## config.mk

```make
export PLATFORM = sky130hd
export DESIGN_NAME = singly_linked_list_engine_core
export DESIGN_NICKNAME = d
export VERILOG_FILES = /design/src/sll_pkg.sv /design/src/sll_ram.sv /design/src/sll_links.sv /design/src/singly_linked_list_engine_core.sv
export SDC_FILE = /design/constraint.sdc
export NUM_CORES = 2
export LEC_CHECK = 0
export CAP_MARGIN = 20
export CORE_MARGIN = 3
export CORE_UTILIZATION = 56
export CTS_BUF_LIST = sky130_fd_sc_hd__clkbuf_8 sky130_fd_sc_hd__clkbuf_16
export CTS_CLUSTER_DIAMETER = 50
export CTS_CLUSTER_SIZE = 28
export DETAILED_ROUTE_END_ITERATION = 10
export DONT_BUFFER_PORTS = 1
export PLACE_DENSITY = 0.73
export SETUP_SLACK_MARGIN = 0.1
export SLEW_MARGIN = 10
export SYNTH_ARGS = -nofsm -noshare
export SYNTH_HDL_FRONTEND = slang
export SYNTH_SLANG_ARGS = --single-unit
```

## constraint.sdc

```tcl
create_clock -name i_clk -period 15.1 [get_ports i_clk]
set_clock_uncertainty 0.05 [all_clocks]
set_input_delay 3.02 -clock i_clk [delete_from_list [all_inputs] [get_ports i_clk]]
set_output_delay 3.02 -clock i_clk [all_outputs]
set_load 0.05 [all_outputs]
```

## src/sll_pkg.sv

```systemverilog
// Package with the shared types and constants of the linked list engine.
package sll_pkg;

    localparam int CAPACITY_DEF = 32;
    localparam int DATA_W       = 32;
    localparam int COUNT_W      = 6;

    typedef enum logic [2:0] {
        ACT_INS_FRONT = 3'd0,
        ACT_INS_BACK  = 3'd1,
        ACT_INS_AFTER = 3'd2,
        ACT_DEL_FRONT = 3'd3,
        ACT_DEL_BACK  = 3'd4,
        ACT_DEL_KEY   = 3'd5,
        ACT_FIND      = 3'd6,
        ACT_DUMP      = 3'd7
    } t_action;

    typedef enum logic [1:0] {
        ST_OK       = 2'd0,
        ST_NOTFOUND = 2'd1,
        ST_FULL     = 2'd2,
        ST_EMPTY    = 2'd3
    } t_status;

    typedef enum logic [2:0] {
        S_IDLE,
        S_TAKE,
        S_WALK,
        S_WR1,
        S_RESP
    } t_state;

endpackage

```

## src/sll_ram.sv

```systemverilog
// Generic simple dual-port RAM with one write port and a registered read port.
module sll_ram #(
    parameter int WIDTH = 32,
    parameter int DEPTH = 32
) (
    input  logic                     i_clk,
    input  logic                     i_we,
    input  logic [$clog2(DEPTH)-1:0] i_waddr,
    input  logic [WIDTH-1:0]         i_wdata,
    input  logic [$clog2(DEPTH)-1:0] i_raddr,
    output logic [WIDTH-1:0]         o_rdata
);

    logic [WIDTH-1:0] r_mem [DEPTH];
    logic [WIDTH-1:0] r_rdata;

    always_ff @(posedge i_clk) begin
        if (i_we) begin
            r_mem[i_waddr] <= i_wdata;
        end
        r_rdata <= r_mem[i_raddr];
    end

    assign o_rdata = r_rdata;

endmodule

```

## src/sll_links.sv

```systemverilog
// Link store: RAM plus per-entry valid bits so that unwritten entries read as the free chain.
module sll_links #(
    parameter int DEPTH = 32,
    parameter int IW    = 6
) (
    input  logic                     i_clk,
    input  logic                     i_rst_n,
    input  logic                     i_we,
    input  logic [$clog2(DEPTH)-1:0] i_waddr,
    input  logic [IW-1:0]            i_wdata,
    input  logic [$clog2(DEPTH)-1:0] i_raddr,
    output logic [IW-1:0]            o_rdata
);

    localparam int AW = $clog2(DEPTH);

    logic [DEPTH-1:0] r_valid;
    logic             r_rvalid;
    logic [AW-1:0]    r_raddr;
    logic [IW-1:0]    ram_q;

    sll_ram #(
        .WIDTH(IW),
        .DEPTH(DEPTH)
    ) u_ram (
        .i_clk  (i_clk),
        .i_we   (i_we),
        .i_waddr(i_waddr),
        .i_wdata(i_wdata),
        .i_raddr(i_raddr),
        .o_rdata(ram_q)
    );

    always_ff @(posedge i_clk) begin
        if (!i_rst_n) begin
            r_valid <= '0;
        end else if (i_we) begin
            r_valid[i_waddr] <= 1'b1;
        end
    end

    // The valid bit is sampled with the read so it matches the RAM's old data.
    always_ff @(posedge i_clk) begin
        r_rvalid <= r_valid[i_raddr];
        r_raddr  <= i_raddr;
    end

    assign o_rdata = r_rvalid ? ram_q : (IW'(r_raddr) + IW'(1));

endmodule

```

## src/singly_linked_list_engine_core.sv

```systemverilog
// Top level of the linked list engine: request sequencer, node stores and result register.
// Searches, tail walks and dumps follow the links one node per cycle through the single read
// port of the node stores (a dump only while the output register can take its beat), and a
// dump gives one beat per element.
// No request is taken while one is in progress; a finished result may wait in the output
// register while the next request is accepted.
module singly_linked_list_engine_core import sll_pkg::*; #(
    parameter int CAPACITY = CAPACITY_DEF
) (
    input  logic                     i_clk,
    input  logic                     i_rst_n,
    input  logic                     i_in_valid,
    output logic                     o_in_stall,
    input  logic [2:0]               i_action,
    input  logic signed [DATA_W-1:0] i_value,
    input  logic signed [DATA_W-1:0] i_key,
    output logic                     o_out_valid,
    input  logic                     i_out_stall,
    output logic [1:0]               o_status,
    output logic                     o_found,
    output logic signed [DATA_W-1:0] o_item_value,
    output logic                     o_last,
    output logic [COUNT_W-1:0]       o_count
);

    localparam int AW = $clog2(CAPACITY);
    localparam int IW = $clog2(CAPACITY + 1);
    localparam logic [IW-1:0] NIL = IW'(CAPACITY);

    t_state  r_state, n_state;
    t_action r_act, n_act;
    t_status r_rstat, n_rstat;
    logic    r_rfound, n_rfound;
    logic signed [DATA_W-1:0] r_value, n_value, r_key, n_key;
    logic [IW-1:0] r_head, n_head, r_free, n_free, r_nfree, n_nfree;
    logic [IW-1:0] r_n, n_n, r_p, n_p, r_q, n_q, r_wa, n_wa, r_wd, n_wd;
    logic [IW-1:0] r_count, n_count;

    logic                     r_ovalid;
    t_status                  r_status;
    logic                     r_found, r_last;
    logic signed [DATA_W-1:0] r_item;
    logic [COUNT_W-1:0]       r_ocount;

    logic [AW-1:0]            rd_addr, vaddr, laddr;
    logic                     vwe, lwe;
    logic [IW-1:0]            lwd, rd_lnk;
    logic signed [DATA_W-1:0] rd_val;
    logic                     ofree, ld, res_found, res_last, hit, tail, adv;
    t_status                  res_status;
    logic signed [DATA_W-1:0] res_item;
    t_action                  act_in;

    sll_ram #(
        .WIDTH(DATA_W),
        .DEPTH(CAPACITY)
    ) u_values (
        .i_clk  (i_clk),
        .i_we   (vwe),
        .i_waddr(vaddr),
        .i_wdata(r_value),
        .i_raddr(rd_addr),
        .o_rdata(rd_val)
    );

    sll_links #(
        .DEPTH(CAPACITY),
        .IW   (IW)
    ) u_links (
        .i_clk  (i_clk),
        .i_rst_n(i_rst_n),
        .i_we   (lwe),
        .i_waddr(laddr),
        .i_wdata(lwd),
        .i_raddr(rd_addr),
        .o_rdata(rd_lnk)
    );

    assign ofree  = !r_ovalid || !i_out_stall;
    assign hit    = (rd_val == r_key);
    assign tail   = (rd_lnk == NIL);
    assign act_in = t_action'(i_action);

    always_comb begin
        n_state = r_state;  n_act = r_act;   n_rstat = r_rstat; n_rfound = r_rfound;
        n_value = r_value;  n_key = r_key;   n_head = r_head;   n_free = r_free;
        n_nfree = r_nfree;  n_n = r_n;       n_p = r_p;         n_q = r_q;
        n_wa = r_wa;        n_wd = r_wd;     n_count = r_count;
        rd_addr = r_p[AW-1:0];
        vwe = 1'b0;  vaddr = r_n[AW-1:0];
        lwe = 1'b0;  laddr = r_p[AW-1:0];  lwd = NIL;
        ld = 1'b0;  res_status = ST_OK;  res_found = 1'b0;  res_item = '0;  res_last = 1'b1;
        adv = 1'b0;

        unique case (r_state)
            S_IDLE: begin
                if (i_in_valid) begin
                    n_act = act_in;  n_value = i_value;  n_key = i_key;
                    n_p = r_head;  n_q = NIL;  n_rstat = ST_OK;  n_rfound = 1'b0;
                    unique case (act_in)
                        ACT_INS_FRONT, ACT_INS_BACK: begin
                            if (r_free == NIL) begin
                                n_rstat = ST_FULL;  n_state = S_RESP;
                            end else begin
                                rd_addr = r_free[AW-1:0];  n_state = S_TAKE;
                            end
                        end
                        ACT_INS_AFTER: begin
                            if (r_free == NIL) begin
                                n_rstat = ST_FULL;  n_state = S_RESP;
                            end else if (r_head == NIL) begin
                                n_rstat = ST_EMPTY;  n_state = S_RESP;
                            end else begin
                                rd_addr = r_free[AW-1:0];  n_state = S_TAKE;
                            end
                        end
                        default: begin
                            if (r_head == NIL) begin
                                n_rstat = ST_EMPTY;  n_state = S_RESP;
                            end else begin
                                rd_addr = r_head[AW-1:0];  n_state = S_WALK;
                            end
                        end
                    endcase
                end
            end
            S_TAKE: begin
                // The link read now shows the next free node.
                n_nfree = rd_lnk;  n_n = r_free;
                unique case (r_act)
                    ACT_INS_FRONT: begin
                        vwe = 1'b1;  vaddr = r_free[AW-1:0];
                        lwe = 1'b1;  laddr = r_free[AW-1:0];  lwd = r_head;
                        n_head = r_free;  n_free = rd_lnk;  n_count = r_count + IW'(1);
                        n_state = S_RESP;
                    end
                    ACT_INS_BACK: begin
                        vwe = 1'b1;  vaddr = r_free[AW-1:0];
                        lwe = 1'b1;  laddr = r_free[AW-1:0];  lwd = NIL;
                        n_free = rd_lnk;  n_count = r_count + IW'(1);
                        if (r_head == NIL) begin
                            n_head = r_free;  n_state = S_RESP;
                        end else begin
                            rd_addr = r_head[AW-1:0];  n_state = S_WALK;
                        end
                    end
                    default: begin
                        rd_addr = r_head[AW-1:0];  n_state = S_WALK;
                    end
                endcase
            end
            S_WALK: begin
                unique case (r_act)
                    ACT_INS_BACK: begin
                        if (tail) begin
                            lwe = 1'b1;  lwd = r_n;  n_state = S_RESP;
                        end else begin
                            adv = 1'b1;
                        end
                    end
                    ACT_INS_AFTER: begin
                        if (hit) begin
                            lwe = 1'b1;  laddr = r_n[AW-1:0];  lwd = rd_lnk;
                            vwe = 1'b1;
                            n_free = r_nfree;  n_count = r_count + IW'(1);
                            n_wa = r_p;  n_wd = r_n;  n_state = S_WR1;
                        end else if (tail) begin
                            n_rstat = ST_NOTFOUND;  n_state = S_RESP;
                        end else begin
                            adv = 1'b1;
                        end
                    end
                    ACT_DEL_FRONT: begin
                        n_head = rd_lnk;
                        lwe = 1'b1;  lwd = r_free;
                        n_free = r_p;  n_count = r_count - IW'(1);  n_state = S_RESP;
                    end
                    ACT_DEL_BACK: begin
                        if (tail) begin
                            lwe = 1'b1;  lwd = r_free;
                            n_free = r_p;  n_count = r_count - IW'(1);
                            if (r_q == NIL) begin
                                n_head = NIL;  n_state = S_RESP;
                            end else begin
                                n_wa = r_q;  n_wd = NIL;  n_state = S_WR1;
                            end
                        end else begin
                            adv = 1'b1;
                        end
                    end
                    ACT_DEL_KEY: begin
                        if (hit) begin
                            lwe = 1'b1;  lwd = r_free;
                            n_free = r_p;  n_count = r_count - IW'(1);
                            if (r_q == NIL) begin
                                n_head = rd_lnk;  n_state = S_RESP;
                            end else begin
                                n_wa = r_q;  n_wd = rd_lnk;  n_state = S_WR1;
                            end
                        end else if (tail) begin
                            n_rstat = ST_NOTFOUND;  n_state = S_RESP;
                        end else begin
                            adv = 1'b1;
                        end
                    end
                    ACT_FIND: begin
                        if (hit) begin
                            n_rfound = 1'b1;  n_state = S_RESP;
                        end else if (tail) begin
                            n_rstat = ST_NOTFOUND;  n_state = S_RESP;
                        end else begin
                            adv = 1'b1;
                        end
                    end
                    ACT_DUMP: begin
                        // The read address holds on the current node while the output is full.
                        if (ofree) begin
                            ld = 1'b1;  res_item = rd_val;  res_last = tail;
                            if (tail) begin
                                n_state = S_IDLE;
                            end else begin
                                adv = 1'b1;
                            end
                        end
                    end
                    default: begin
                        n_state = S_RESP;
                    end
                endcase
                if (adv) begin
                    n_q = r_p;  n_p = rd_lnk;  rd_addr = rd_lnk[AW-1:0];
                end
            end
            S_WR1: begin
                lwe = 1'b1;  laddr = r_wa[AW-1:0];  lwd = r_wd;  n_state = S_RESP;
            end
            S_RESP: begin
                if (ofree) begin
                    ld = 1'b1;  res_status = r_rstat;  res_found = r_rfound;  n_state = S_IDLE;
                end
            end
            default: begin
                n_state = S_IDLE;
            end
        endcase
    end

    always_ff @(posedge i_clk) begin
        if (!i_rst_n) begin
            r_state <= S_IDLE;
            r_head  <= NIL;
            r_free  <= '0;
            r_count <= '0;
        end else begin
            r_state <= n_state;
            r_head  <= n_head;
            r_free  <= n_free;
            r_count <= n_count;
        end
    end

    always_ff @(posedge i_clk) begin
        r_act <= n_act;  r_rstat <= n_rstat;  r_rfound <= n_rfound;
        r_value <= n_value;  r_key <= n_key;  r_nfree <= n_nfree;
        r_n <= n_n;  r_p <= n_p;  r_q <= n_q;  r_wa <= n_wa;  r_wd <= n_wd;
    end

    always_ff @(posedge i_clk) begin
        if (!i_rst_n) begin
            r_ovalid <= 1'b0;
        end else if (ld) begin
            r_ovalid <= 1'b1;
        end else if (!i_out_stall) begin
            r_ovalid <= 1'b0;
        end
    end

    always_ff @(posedge i_clk) begin
        if (ld) begin
            r_status <= res_status;  r_found <= res_found;  r_item <= res_item;
            r_last <= res_last;  r_ocount <= COUNT_W'(r_count);
        end
    end

    assign o_in_stall   = (r_state != S_IDLE);
    assign o_out_valid  = r_ovalid;
    assign o_status     = r_status;
    assign o_found      = r_found;
    assign o_item_value = r_item;
    assign o_last       = r_last;
    assign o_count      = r_ocount;

    a_count_range: assert property (@(posedge i_clk) disable iff (!i_rst_n)
        r_count <= IW'(CAPACITY))
        else $error("element count above capacity");

    a_empty_consistent: assert property (@(posedge i_clk) disable iff (!i_rst_n)
        (r_head == NIL) == (r_count == '0))
        else $error("list head disagrees with element count");

    a_full_consistent: assert property (@(posedge i_clk) disable iff (!i_rst_n)
        (r_free == NIL) == (r_count == IW'(CAPACITY)))
        else $error("free list disagrees with element count");

    a_load_when_free: assert property (@(posedge i_clk) disable iff (!i_rst_n)
        (r_ovalid && i_out_stall) |-> !ld)
        else $error("result register overwritten while stalled");

endmodule

```

==> reports/metrics.cfg <==
[die]
core-area_mm2=0.101
io_pins=115
dieWidth_um=325
dieArea_mm2=0.106
die_h_um=325
fp-row-count=116
start_util_pct=56.7

[grt]
grtUsageTotal_pct=26.8
busiest_layer=met2
grt_pass1_vias=31500
grt_max_degree=150
grt_overflow=0
met1_usage_pct=37.9
met2_usage_pct=41.8
grt_first_pass_wirelength_um=209000
antenna_found_initial=9
met3_usage_pct=6.23

[synthesis]
synth-simple-area-share_pct=7.76
syn_inst=3475
synth_common_cells=1363 x edfxtp_1, 406 x nand2_1, 156 x mux4_2
synth.avg_cell_area_um2=16.4
synth_edf_count=1363
synthAdderAreaFrac_pct=0.0657
synth_largest_area_cell=edfxtp_1
synth_flop_cell=edfxtp_1
synth.most_common_cell=edfxtp_1
syn_area_mm2=0.0572
synth_top_family_by_area=multiplexers
yosys_register_bits=1461
synthDistinctLibCells=78
synth_compound_area_share_pct=7.00
async_flop_share_pct=0
yosysWarningCount=0
synth_top_area_share_pct=71.6
synthMuxAreaShare_pct=7.84
synth_nets=3549
synthTopCellsByArea=edfxtp_1 72%, mux4_2 6.1%, dfxtp_1 3.4%, nand2_1 2.7%, mux2i_1 1.6%
synth_xor_area_share_pct=0.582
ys_seq_area_share_pct=75.0

[clock_network]
clk_path_buf_depth=3
path_clk_slew_ps=70
cts_made_buffers=116
post_cts_resized=0
cts_tree=done
clkLatencyLatePin_ps=730
cts_hold_buf=0
post_cts_buffers=0
htreeDepth=3
clock-sinks=1461
root_buffer=clkbuf_16

[finish]
layout-drive-gt1-share_pct=14.3
fin_util_pct=62.5
final_cells=4899
area_growth_pct=10.2
nets=3515
fillerInstances=7004

[worst_setup_path]
worstPathArrival_ps=8260
cp-end-kind=register
required_ps=15650
worst-path-max-fanout=79
cp-start-kind=input port
crit_type=input port to register

[place]
portBuffers=0
gp_congestion=0.918
dp.cells=4680
dp_hpwl_um=75100

[power]
p_leak_uw=0.0201
power_density_mw_per_mm2=204
ir_drop_v=0.000302

[timing]
relSlewSlack_pct=28.0
tns_ps=0
hold_viol=0
rsz0062_at_grt=no
fmax_mhz=130
tightest_slew_ps=1070
min_period_over_period_pct=51.1
setup_violations=0
fin_crit_ps=7710
maxSlewViolCount=0

[min_path]
hold_class=register to register

[drt]
first_pass_iters=6
ant_nets=0
vias=32400
drc_errors=0
wire_per_inst_um=29.1
drt_iter0_drc=4345
wl_um=143000
vias_per_cell=6.62

[flow_run]
drv_cap=0

[status]
status=completed

==> critical path, stage by stage <==
cell and delay (ps):
nand2b_1 90, or3_1 360, inv_4 240, a22oi_1 220, o32ai_1 110, a211o_2 330, buf_4 370, nand2_4 710
buf_4 790, buf_4 890, mux4_2 590, and3_1 190, a21oi_1 110, nand4_1 80
==> routing by layer <==
metal | routed length [um] | part of all wire, % | up-vias
li1 | - | - | 13700
met1 | 56400 | 39 | 16400
met2 | 66300 | 46 | 1951
met3 | 15700 | 11 | 307
met4 | 4320 | 3.0 | 2
met5 | 10 | 0.0070 | -
==> cell families (layout without fill, tap and decap cells) <==
logic type               count (synthesis)  count (layout)
AND/OR/NAND/NOR                        928             928
flip-flops                            1461            1461
adder cells (fa/ha/maj)                  3               3
AO/OA/AOI/OAI                          551             551
other                                    0               1
multiplexers                           252             252
buffers and inverters                  242             308
XOR/XNOR                                38              38
==> registers in the layout (all words and copies together) (netlist names), 32 cells and up <==
| signal | flops |
|---|---|
| u_values.r_mem | 1024 |
| u_values.o_rdata | 32 |
| u_links.r_valid | 32 |
| u_links.u_ram.r_mem | 192 |
| r_value | 32 |
| o_item_value | 32 |
| r_key | 32 |
==> report_power, final <==
group | switching [uW] | leakage [uW] | internal, uW | total (uW)
combinational | 2890 | 0.00528 | 1560 | 4450
clock | 1530 | 0.00199 | 1670 | 3200
sequential | 437 | 0.0128 | 4780 | 5220
==> worst paths after layout <==
path | depth (start not counted) | from | slack, ps | to
hold / removal | 0 | r_count[5] | 400 | o_count[5]
setup reg to reg | 14 | u_values.o_rdata[10] | 7620 | u_links.u_ram.o_rdata[4]
hold reg to reg | 0 | r_count[5] | 400 | o_count[5]
setup / recovery | 14 | i_in_valid | 7390 | u_values.o_rdata[20]
==> stage by stage <==
stage	hold WS [ps]	power (uW)	setup slack, ps	cell area, um2
after floorplan	356	8250	7800	57200
after global placement	384	9600	6710	58900
after CTS	403	12900	7420	63000
after global routing	418	13400	7040	63000
final	400	12900	7390	63000
after detailed placement	396	9690	6650	58900
==> cell type report <==
cell class	instances	area (um2)	area share (%)
multi-input combinational	1772	13700	21.7
antenna	1	2.50	0.00397
timing repair buffer	71	558	0.886
tap	1357	1700	2.70
inverter	19	86.3	0.137
clock buffer	117	2930	4.65
clock inverter	101	1150	1.82
sequential	1461	42900	68.1
==> cells in the final DEF (no fill, tap or decap), drive strengths merged, types with 10 or more instances in the layout <==
| cell type | synthesis | layout |
|---|---|---|
| edfxtp | 1363 | 1363 |
| nand2 | 407 | 407 |
| mux4 | 156 | 156 |
| clkbuf | 153 | 117 |
| and2 | 117 | 117 |
| nor2 | 110 | 110 |
| dfxtp | 98 | 98 |
| nand3 | 90 | 90 |
| mux2i | 89 | 89 |
| o21ai | 85 | 85 |
| a221oi | 81 | 81 |
| nand4 | 80 | 80 |
| a32oi | 78 | 78 |
| a21oi | 76 | 76 |
| buf | 70 | 71 |
| inv | 19 | 66 |
| a22oi | 50 | 50 |
| and3 | 48 | 48 |
| a31oi | 38 | 38 |
| o21a | 36 | 36 |
| xor2 | 35 | 35 |
| clkinv | 0 | 32 |
| nor4 | 17 | 17 |
| a21boi | 13 | 13 |
| nor3 | 13 | 13 |
| a211oi | 12 | 12 |
| nor2b | 11 | 11 |
| o31ai | 11 | 11 |
| clkinvlp | 0 | 11 |
| bufinv | 0 | 11 |
| or3 | 10 | 10 |
Note: power is estimated with default switching activity, not from simulation.
